File: src/sv/bvu_pkg.sv
// Package for the brick volume unpacker: field widths, register indexes,
// the configuration bundle and saturation limits. No dependencies.
package bvu_pkg;

  localparam int EXT_W      = 10;  // extent registers
  localparam int OFF_W      = 16;  // byte offset
  localparam int SCL_W      = 24;  // Q8.16 scale
  localparam int RAW_W      = 8;
  localparam int ADDR_W     = 27;
  localparam int DENS_W     = 32;
  localparam int NB_W       = 8;   // bricks per axis, at most 128
  localparam int EXY_W      = 2 * EXT_W;
  localparam int DIFF_W     = OFF_W + 1;
  localparam int PROD_W     = DIFF_W + SCL_W;
  localparam int CIDX_W     = 3;
  localparam int CDATA_W    = 24;
  localparam int BYTE_W     = 9;   // byte position inside a 512 byte brick
  localparam int EXT_LIMIT  = (1 << EXT_W) - 1;

  localparam logic [EXT_W-1:0]  EXT_RST   = EXT_W'(1);
  localparam logic [OFF_W-1:0]  OFF_RST   = '0;
  localparam logic [SCL_W-1:0]  SCL_RST   = SCL_W'(65536);
  localparam logic [DENS_W-1:0] DENS_MAX  = {1'b0, {(DENS_W-1){1'b1}}};
  localparam logic [DENS_W-1:0] DENS_MIN  = {1'b1, {(DENS_W-1){1'b0}}};

  typedef enum logic [CIDX_W-1:0] {
    REG_EXTENT_X     = 3'd0,
    REG_EXTENT_Y     = 3'd1,
    REG_EXTENT_Z     = 3'd2,
    REG_BYTE_OFFSET  = 3'd3,
    REG_SCALE_FACTOR = 3'd4
  } reg_idx_e;

  // Effective (clamped) configuration as seen by the datapath
  typedef struct packed {
    logic [EXT_W-1:0] ex;
    logic [EXT_W-1:0] ey;
    logic [EXT_W-1:0] ez;
    logic [NB_W-1:0]  nbx;
    logic [NB_W-1:0]  nby;
    logic [NB_W-1:0]  nbz;
    logic [OFF_W-1:0] offset;
    logic [SCL_W-1:0] scale;
    logic [EXY_W-1:0] exy;
  } cfg_t;

endpackage

File: src/sv/brick_volume_unpacker.sv
// Brick volume unpacker top level: config block, brick walker and result
// pipeline. Uses bvu_pkg, bvu_cfg, bvu_walk, bvu_math.
//
//   channel  direction  handshake                 payload
//   in       input      in_valid_i / in_stall_o   raw_byte_i
//   out      output     out_valid_o / out_stall_i voxel_address_o, density_o
//   cfg      input      cfg_valid_i / cfg_ready_o cfg_index_i, cfg_data_i
//
// One byte per cycle while not stalled; a voxel result is valid after its byte
// passes the input register, multiply stage and output register. Padding
// bytes advance the walker and give nothing. Reset clears the counters and
// loads the register defaults; the config port is always ready. An output
// stall backs up through the three stages before in_stall_o rises.
module brick_volume_unpacker #(
  parameter int MAX_EXTENT = 512
) (
  input  logic                        clk_i,
  input  logic                        rst_ni,
  input  logic                        cfg_valid_i,
  output logic                        cfg_ready_o,
  input  logic [bvu_pkg::CIDX_W-1:0]  cfg_index_i,
  input  logic [bvu_pkg::CDATA_W-1:0] cfg_data_i,
  input  logic                        in_valid_i,
  output logic                        in_stall_o,
  input  logic [bvu_pkg::RAW_W-1:0]   raw_byte_i,
  output logic                        out_valid_o,
  input  logic                        out_stall_i,
  output logic [bvu_pkg::ADDR_W-1:0]  voxel_address_o,
  output logic [bvu_pkg::DENS_W-1:0]  density_o
);
  import bvu_pkg::*;

  localparam int EXT_CAP = (MAX_EXTENT < EXT_LIMIT) ? MAX_EXTENT : EXT_LIMIT;
  localparam int NB_MAX  = (EXT_CAP + 7) / 8;
  localparam int BW      = (NB_MAX > 1) ? $clog2(NB_MAX) : 1;
  localparam int CW      = BW + 3;

  cfg_t          cfg;
  logic [CW-1:0] gx, gy, gz;
  logic          hit, accept;

  assign accept = in_valid_i && !in_stall_o;

  bvu_cfg #(
    .MAX_EXTENT(MAX_EXTENT)
  ) u_cfg (
    .clk_i      (clk_i),
    .rst_ni     (rst_ni),
    .cfg_valid_i(cfg_valid_i),
    .cfg_ready_o(cfg_ready_o),
    .cfg_index_i(cfg_index_i),
    .cfg_data_i (cfg_data_i),
    .cfg_o      (cfg)
  );

  bvu_walk #(
    .BW(BW)
  ) u_walk (
    .clk_i (clk_i),
    .rst_ni(rst_ni),
    .cfg_i (cfg),
    .adv_i (accept),
    .gx_o  (gx),
    .gy_o  (gy),
    .gz_o  (gz),
    .hit_o (hit)
  );

  bvu_math #(
    .CW(CW)
  ) u_math (
    .clk_i          (clk_i),
    .rst_ni         (rst_ni),
    .cfg_i          (cfg),
    .in_valid_i     (in_valid_i),
    .in_stall_o     (in_stall_o),
    .raw_byte_i     (raw_byte_i),
    .gx_i           (gx),
    .gy_i           (gy),
    .gz_i           (gz),
    .hit_i          (hit),
    .out_valid_o    (out_valid_o),
    .out_stall_i    (out_stall_i),
    .voxel_address_o(voxel_address_o),
    .density_o      (density_o)
  );

  // input backs up only when the output is full and blocked
  a_stall_cause: assert property (@(posedge clk_i) disable iff (!rst_ni)
    in_stall_o |-> (out_valid_o && out_stall_i))
    else $error("input stalled with output free");

  // walker position moves only on an accepted item
  a_walk_hold: assert property (@(posedge clk_i) disable iff (!rst_ni)
    !accept |=> ($stable(gx) && $stable(gy) && $stable(gz)))
    else $error("walker moved without an accepted item");

  // a stalled result keeps its address until taken
  a_addr_hold: assert property (@(posedge clk_i) disable iff (!rst_ni)
    (out_valid_o && out_stall_i) |=> (out_valid_o && $stable(voxel_address_o)))
    else $error("stalled result changed");

endmodule

File: src/sv/bvu_cfg.sv
// Configuration registers of the brick volume unpacker, extent clamping,
// brick counts per axis and the registered x*y plane size. Uses bvu_pkg.
module bvu_cfg #(
  parameter int MAX_EXTENT = 512
) (
  input  logic                        clk_i,
  input  logic                        rst_ni,
  input  logic                        cfg_valid_i,
  output logic                        cfg_ready_o,
  input  logic [bvu_pkg::CIDX_W-1:0]  cfg_index_i,
  input  logic [bvu_pkg::CDATA_W-1:0] cfg_data_i,
  output bvu_pkg::cfg_t               cfg_o
);
  import bvu_pkg::*;

  localparam int EXT_CAP = (MAX_EXTENT < EXT_LIMIT) ? MAX_EXTENT : EXT_LIMIT;

  logic [EXT_W-1:0] ext_x_q, ext_y_q, ext_z_q;
  logic [OFF_W-1:0] offset_q;
  logic [SCL_W-1:0] scale_q;
  logic [EXY_W-1:0] exy_q;
  logic [EXT_W-1:0] ex, ey, ez;
  logic             wr;

  function automatic logic [EXT_W-1:0] eff_ext(input logic [EXT_W-1:0] e);
    logic [EXT_W-1:0] r;
    r = e;
    if (e == '0) begin
      r = EXT_W'(1);
    end else if (int'(e) > EXT_CAP) begin
      r = EXT_W'(EXT_CAP);
    end
    return r;
  endfunction

  function automatic logic [NB_W-1:0] brick_cnt(input logic [EXT_W-1:0] e);
    logic [EXT_W:0] s;
    s = {1'b0, e} + (EXT_W + 1)'(7);
    return NB_W'(s[EXT_W:3]);
  endfunction

  assign cfg_ready_o = 1'b1;
  assign wr          = cfg_valid_i && cfg_ready_o;

  always_ff @(posedge clk_i or negedge rst_ni) begin
    if (!rst_ni) begin
      ext_x_q  <= EXT_RST;
      ext_y_q  <= EXT_RST;
      ext_z_q  <= EXT_RST;
      offset_q <= OFF_RST;
      scale_q  <= SCL_RST;
    end else if (wr) begin
      case (reg_idx_e'(cfg_index_i))
        REG_EXTENT_X:     ext_x_q  <= cfg_data_i[EXT_W-1:0];
        REG_EXTENT_Y:     ext_y_q  <= cfg_data_i[EXT_W-1:0];
        REG_EXTENT_Z:     ext_z_q  <= cfg_data_i[EXT_W-1:0];
        REG_BYTE_OFFSET:  offset_q <= cfg_data_i[OFF_W-1:0];
        REG_SCALE_FACTOR: scale_q  <= cfg_data_i[SCL_W-1:0];
        default: ;
      endcase
    end
  end

  assign ex = eff_ext(ext_x_q);
  assign ey = eff_ext(ext_y_q);
  assign ez = eff_ext(ext_z_q);

  // plane size is registered after the extents; only used past the first stage
  always_ff @(posedge clk_i or negedge rst_ni) begin
    if (!rst_ni) begin
      exy_q <= EXY_W'(1);
    end else begin
      exy_q <= ex * ey;
    end
  end

  always_comb begin
    cfg_o.ex     = ex;
    cfg_o.ey     = ey;
    cfg_o.ez     = ez;
    cfg_o.nbx    = brick_cnt(ex);
    cfg_o.nby    = brick_cnt(ey);
    cfg_o.nbz    = brick_cnt(ez);
    cfg_o.offset = offset_q;
    cfg_o.scale  = scale_q;
    cfg_o.exy    = exy_q;
  end

endmodule

File: src/sv/bvu_walk.sv
// Brick walker: byte and brick counters, grid coordinates of the current
// byte and the inside-extent test. Uses bvu_pkg.
module bvu_walk #(
  parameter int BW = 6
) (
  input  logic          clk_i,
  input  logic          rst_ni,
  input  bvu_pkg::cfg_t cfg_i,
  input  logic          adv_i,
  output logic [BW+2:0] gx_o,
  output logic [BW+2:0] gy_o,
  output logic [BW+2:0] gz_o,
  output logic          hit_o
);
  import bvu_pkg::*;

  localparam int CW    = BW + 3;
  localparam int CMP_W = (CW > EXT_W) ? CW : EXT_W;
  localparam int AW    = (BW + 1 > NB_W) ? BW + 1 : NB_W;

  logic [BYTE_W-1:0] byte_q, byte_d, pos;
  logic [BW-1:0]     col_q, col_d, row_q, row_d, lay_q, lay_d;
  logic [AW-1:0]     col_inc, row_inc, lay_inc;

  always_ff @(posedge clk_i or negedge rst_ni) begin
    if (!rst_ni) begin
      byte_q <= '0;
      col_q  <= '0;
      row_q  <= '0;
      lay_q  <= '0;
    end else begin
      byte_q <= byte_d;
      col_q  <= col_d;
      row_q  <= row_d;
      lay_q  <= lay_d;
    end
  end

  assign col_inc = AW'(col_q) + AW'(1);
  assign row_inc = AW'(row_q) + AW'(1);
  assign lay_inc = AW'(lay_q) + AW'(1);

  always_comb begin
    byte_d = byte_q;
    col_d  = col_q;
    row_d  = row_q;
    lay_d  = lay_q;
    if (adv_i) begin
      byte_d = byte_q + BYTE_W'(1);
      if (&byte_q) begin
        // counters left beyond a shrunk count fall through to zero here
        if (col_inc < AW'(cfg_i.nbx)) begin
          col_d = BW'(col_inc);
        end else begin
          col_d = '0;
          if (row_inc < AW'(cfg_i.nby)) begin
            row_d = BW'(row_inc);
          end else begin
            row_d = '0;
            if (lay_inc < AW'(cfg_i.nbz)) begin
              lay_d = BW'(lay_inc);
            end else begin
              lay_d = '0;
            end
          end
        end
      end
    end
  end

  // bytes are pair-swapped inside a brick
  assign pos  = byte_q ^ BYTE_W'(1);
  assign gx_o = {col_q, pos[2:0]};
  assign gy_o = {row_q, pos[5:3]};
  assign gz_o = {lay_q, pos[8:6]};

  assign hit_o = (CMP_W'(gx_o) < CMP_W'(cfg_i.ex)) &&
                 (CMP_W'(gy_o) < CMP_W'(cfg_i.ey)) &&
                 (CMP_W'(gz_o) < CMP_W'(cfg_i.ez));

endmodule

File: src/sv/bvu_math.sv
// Result pipeline: input register, multiply stage (address terms and
// density product), output register with add and saturation. Uses bvu_pkg.
module bvu_math #(
  parameter int CW = 9
) (
  input  logic                       clk_i,
  input  logic                       rst_ni,
  input  bvu_pkg::cfg_t              cfg_i,
  input  logic                       in_valid_i,
  output logic                       in_stall_o,
  input  logic [bvu_pkg::RAW_W-1:0]  raw_byte_i,
  input  logic [CW-1:0]              gx_i,
  input  logic [CW-1:0]              gy_i,
  input  logic [CW-1:0]              gz_i,
  input  logic                       hit_i,
  output logic                       out_valid_o,
  input  logic                       out_stall_i,
  output logic [bvu_pkg::ADDR_W-1:0] voxel_address_o,
  output logic [bvu_pkg::DENS_W-1:0] density_o
);
  import bvu_pkg::*;

  localparam int PY_W = CW + EXT_W;
  localparam int PZ_W = CW + EXY_W;

  logic              v1_q, v2_q, vo_q;
  logic              rdy1, rdy2, rdyo;
  logic [RAW_W-1:0]  raw1_q;
  logic [CW-1:0]     gx1_q, gy1_q, gz1_q, gx2_q;
  logic [ADDR_W-1:0] py2_q, pz2_q, addr_q;
  logic [PY_W-1:0]   py;
  logic [PZ_W-1:0]   pz;
  logic signed [DIFF_W-1:0] diff;
  logic signed [SCL_W-1:0]  scale;
  logic signed [PROD_W-1:0] prod, prod2_q;
  logic [DENS_W-1:0] dens_q, dens_sat;

  assign rdyo       = !vo_q || !out_stall_i;
  assign rdy2       = !v2_q || rdyo;
  assign rdy1       = !v1_q || rdy2;
  assign in_stall_o = !rdy1;

  always_ff @(posedge clk_i or negedge rst_ni) begin
    if (!rst_ni) begin
      v1_q <= 1'b0;
      v2_q <= 1'b0;
      vo_q <= 1'b0;
    end else begin
      if (rdy1) v1_q <= in_valid_i && hit_i;  // padding voxels drop here
      if (rdy2) v2_q <= v1_q;
      if (rdyo) vo_q <= v2_q;
    end
  end

  // stage 1: item register
  always_ff @(posedge clk_i) begin
    if (rdy1) begin
      raw1_q <= raw_byte_i;
      gx1_q  <= gx_i;
      gy1_q  <= gy_i;
      gz1_q  <= gz_i;
    end
  end

  // stage 2: multiplies
  assign py    = gy1_q * cfg_i.ex;
  assign pz    = gz1_q * cfg_i.exy;
  assign diff  = $signed({{(DIFF_W-RAW_W){1'b0}}, raw1_q})
               - $signed({cfg_i.offset[OFF_W-1], cfg_i.offset});
  assign scale = $signed(cfg_i.scale);
  assign prod  = diff * scale;

  always_ff @(posedge clk_i) begin
    if (rdy2) begin
      gx2_q   <= gx1_q;
      py2_q   <= ADDR_W'(py);
      pz2_q   <= ADDR_W'(pz);
      prod2_q <= prod;
    end
  end

  // output stage: address sum and clamp to Q16.16
  always_comb begin
    if (prod2_q[PROD_W-1:DENS_W-1] == '0 || prod2_q[PROD_W-1:DENS_W-1] == '1) begin
      dens_sat = prod2_q[DENS_W-1:0];
    end else if (prod2_q[PROD_W-1]) begin
      dens_sat = DENS_MIN;
    end else begin
      dens_sat = DENS_MAX;
    end
  end

  always_ff @(posedge clk_i) begin
    if (rdyo) begin
      addr_q <= ADDR_W'(gx2_q) + py2_q + pz2_q;
      dens_q <= dens_sat;
    end
  end

  assign out_valid_o     = vo_q;
  assign voxel_address_o = addr_q;
  assign density_o       = dens_q;

endmodule

File: config.mk
export PLATFORM = sky130hd
export DESIGN_NAME = brick_volume_unpacker
export DESIGN_NICKNAME = d
export VERILOG_FILES = /design/src/sv/bvu_pkg.sv /design/src/sv/brick_volume_unpacker.sv /design/src/sv/bvu_cfg.sv /design/src/sv/bvu_walk.sv /design/src/sv/bvu_math.sv
export SDC_FILE = /design/constraint.sdc
export NUM_CORES = 2
export LEC_CHECK = 0
export ABC_CLOCK_PERIOD_IN_PS = 7200
export BUFFER_PORTS_ARGS = -buffer_cell sky130_fd_sc_hd__buf_2
export CAP_MARGIN = 40
export CORE_MARGIN = 3
export CORE_UTILIZATION = 55
export DETAILED_ROUTE_END_ITERATION = 8
export PLACE_DENSITY = 0.83
export SETUP_SLACK_MARGIN = 0.5
export SYNTH_ARGS = -nofsm -noshare
export SYNTH_HDL_FRONTEND = slang
export SYNTH_SLANG_ARGS = --single-unit
File: constraint.sdc
create_clock -name clk_i -period 7.2 [get_ports clk_i]
set_input_delay 1.44 -clock clk_i [delete_from_list [all_inputs] [get_ports clk_i]]
set_output_delay 1.44 -clock clk_i [all_outputs]
set_load 0.01 [all_outputs]
==> flow_metrics.py <==
metrics = {
    "clocking": {
        "root_buffer": "clkbuf_16",
        "cts_buffer_depth": 3,
        "cts_inserted_buffers": 37,
        "path_clk_slew_ns": 0.07,
        "clk_latency_ns": 0.59,
        "h-tree-depth": 2,
        "cts_tree": "built",
        "cts.sinks": 310,
    },
    "synthesis": {
        "synth-simple-area-share": 0.142,
        "synth_compound_area_frac": 0.0604,
        "synth_top_flop_cell": "edfxtp_1",
        "synthMuxAreaShare": 0.0196,
        "netlist_instances": 4069,
        "synth_edf_count": 190,
        "synth_area_mm2": 0.0397,
        "yosys.area.top_type_share": 0.327,
        "yosysSeqAreaShare": 0.220,
        "synth_cell_types": 79,
        "synth_nets": 5077,
        "synth_top_family_by_area": "adder cells",
        "yosysTopAreaCell": "fa_1",
        "yosysWarnings": 0,
        "yosys-top-cells-area": "fa_1, edfxtp_1, ha_1",
        "ys_async_sr_fraction": 0.387,
        "synthAdderAreaFrac": 0.428,
        "ys_ff_latch": 310,
        "syn_area_per_cell_um2": 9.76,
        "synth-xor-area-share": 0.0395,
    },
    "finish": {
        "drive_gt1_frac": 0.150,
        "mostFrequentLayoutCell": "inv_1",
        "fin_nets": 5306,
        "mostFrequentLayoutCells": "inv_1, fa_1, nand2_1",
        "utilization": 0.637,
        "final_area_mm2": 0.0450,
        "area_growth_pct": 13.5,
    },
    "floorplan": {
        "start_util": 0.561,
        "die_area_mm2": 0.0754,
        "core_mm2": 0.0708,
        "row_count": 97,
        "die_x_um": 275,
        "ios": 102,
        "die_y_um": 275,
    },
    "global_route": {
        "grt_max_degree": 63,
        "first_global_vias": 30500,
        "grtUsageMet2": 0.418,
        "antenna_found_initial": 4,
        "busiest_layer": "met2",
        "grt_pass1_wl_mm": 154,
        "grt_use_total": 0.255,
        "grt_use_met1": 0.340,
        "met3_usage": 0.0517,
        "grt-ovfl-total": 0,
    },
    "routing": {
        "routed_wl_mm": 94.5,
        "ant_nets": 0,
        "wire_per_inst_um": 17.9,
        "firstDrtPassIters": 7,
        "vias": 28800,
        "viasPerCell": 5.47,
        "dr.first_iter.drc_count": 2081,
        "drcViolationCount": 0,
    },
    "timing": {
        "hold_violations": 0,
        "layout_setup_ws_ns": -0.808,
        "slew_violations": 0,
        "period_needed_ns": 8.01,
        "fmax_mhz": 125,
        "tightestPinTransition_ns": 0.870,
        "clock_skew_ns": 0.0329,
        "rsz0062_at_grt": "true",
        "slew_headroom": 0.418,
        "finalCritPeriodShare": 1.11,
        "setup_viol": 23,
    },
    "critical_path": {
        "crit_path_start_kind": "flop",
        "end_kind": "flop",
        "slowest_stage": "fa_2",
        "worstSetupPathType": "flop to flop",
        "max_stage_delay_ns": 0.56,
        "arrival_ns": 8.34,
        "critical_path_required_ns": 7.54,
        "cp_max_fo": 8,
    },
    "run": {
        "drv_cap": 0,
    },
    "placement": {
        "place_area_mm2": 0.0427,
        "io_buffers": 100,
        "dp_slack_ns": -0.802,
        "hpwl_mm": 73.5,
        "gp_congestion": 0.938,
    },
    "run_status": {
        "status": "finished, violations left",
        "failed_checks": "setup timing",
    },
    "min_path": {
        "hold_path_class": "flop to flop",
    },
}
logic make-up after synthesis:
logic type / after synthesis
mux: 69
fa+ha+maj: 969
other cells: 1
simple gates: 1207
compound gates: 377
buf+inv: 957
xor+xnor: 179
flops: 310
worst paths after layout:
kind / start / to / slack [ns] / depth (start not counted)
setup / recovery: u_math.raw1_q[1] / u_math.prod2_q[39] / -0.81 / 33
hold / removal: u_math.gx1_q[7] / u_math.gx2_q[7] / 0.42 / 0
setup reg to reg: u_math.raw1_q[1] / u_math.prod2_q[39] / -0.81 / 33
hold reg to reg: u_math.gx1_q[7] / u_math.gx2_q[7] / 0.42 / 0
max in group asynchronous: rst_ni / u_walk.byte_q[7] / 5.04 / 3
min in group asynchronous: rst_ni / u_math.v2_q / 0.74 / 1
Yosys cell counts (all sizes together), types with 11 or more instances:
library cell  count
inv             793
fa              649
nand2           598
ha              319
and2            201
edfxtp          190
nor2            148
clkbuf          142
xnor2           123
dfrtp           115
o21ai           115
a21oi            94
nor2b            78
mux2             69
xor2             56
a21o             53
nand3            42
nand2b           32
nor3             28
o21a             25
buf              19
o21bai           19
and3             16
nand4            16
or2              16
or3              11
stage by stage:
stage               hold WS, ns  setup TNS [ns]  instances
floorplan                 0.400           -1.67       4069
global placement          0.402           -6.65       5152
detailed placement        0.405           -9.30       5153
CTS                       0.419           -7.34       5256
global route              0.423          -16.45       5268
finish                    0.419          -10.00       5271
per-layer routing:
layer / part of all wire / up-vias
met1: 0.40 / 14400
met5: 0.00021 / -
met2: 0.48 / 1177
met4: 0.037 / 2
li1: - / 13000
met3: 0.083 / 252
sequential cells by signal (all words and copies together) (netlist names), 10 cells and up:
| name | flops |
|---|---|
| u_math.py2_q | 19 |
| u_cfg.offset_q | 16 |
| u_cfg.ext_x_q | 10 |
| u_cfg.ext_y_q | 10 |
| u_cfg.ext_z_q | 10 |
| u_cfg.scale_q | 24 |
| u_math.voxel_address_o | 27 |
| u_math.pz2_q | 27 |
| u_math.prod2_q | 41 |
| u_math.density_o | 32 |
| u_cfg.exy_q | 20 |
repair_timing:
item                                    CTS  global route
gates cloned                              0             1
pin swaps                                36            61
hold buffers                              0             0
resized for setup                        61            96
endpoints found under the setup margin   28            31
setup buffers                            35            10
worst max-delay path, delay by kind of cell (launching register included):
kind | cells | cell delay (ns)
adder cells (fa/ha/maj) | 8 | 3.54
AO/OA/AOI/OAI | 15 | 2.52
AND/OR/NAND/NOR | 3 | 0.52
buffers and inverters | 5 | 0.46
flip-flops | 1 | 0.41
XOR/XNOR | 2 | 0.29
layout make-up:
| class | count | area [um2] |
|---|---|---|
| timing repair buffer | 350 | 2720 |
| fill | 5267 | 25700 |
| multi-input combinational | 2803 | 28200 |
| clock inverter | 24 | 314 |
| antenna | 4 | 10.0 |
| sequential | 310 | 8710 |
| tap | 940 | 1180 |
| clock buffer | 44 | 972 |
| inverter | 796 | 2990 |
Power is left out: the tool's default activity adds up to more than one toggle a clock period on the data nets, which glitch-free logic cannot reach.
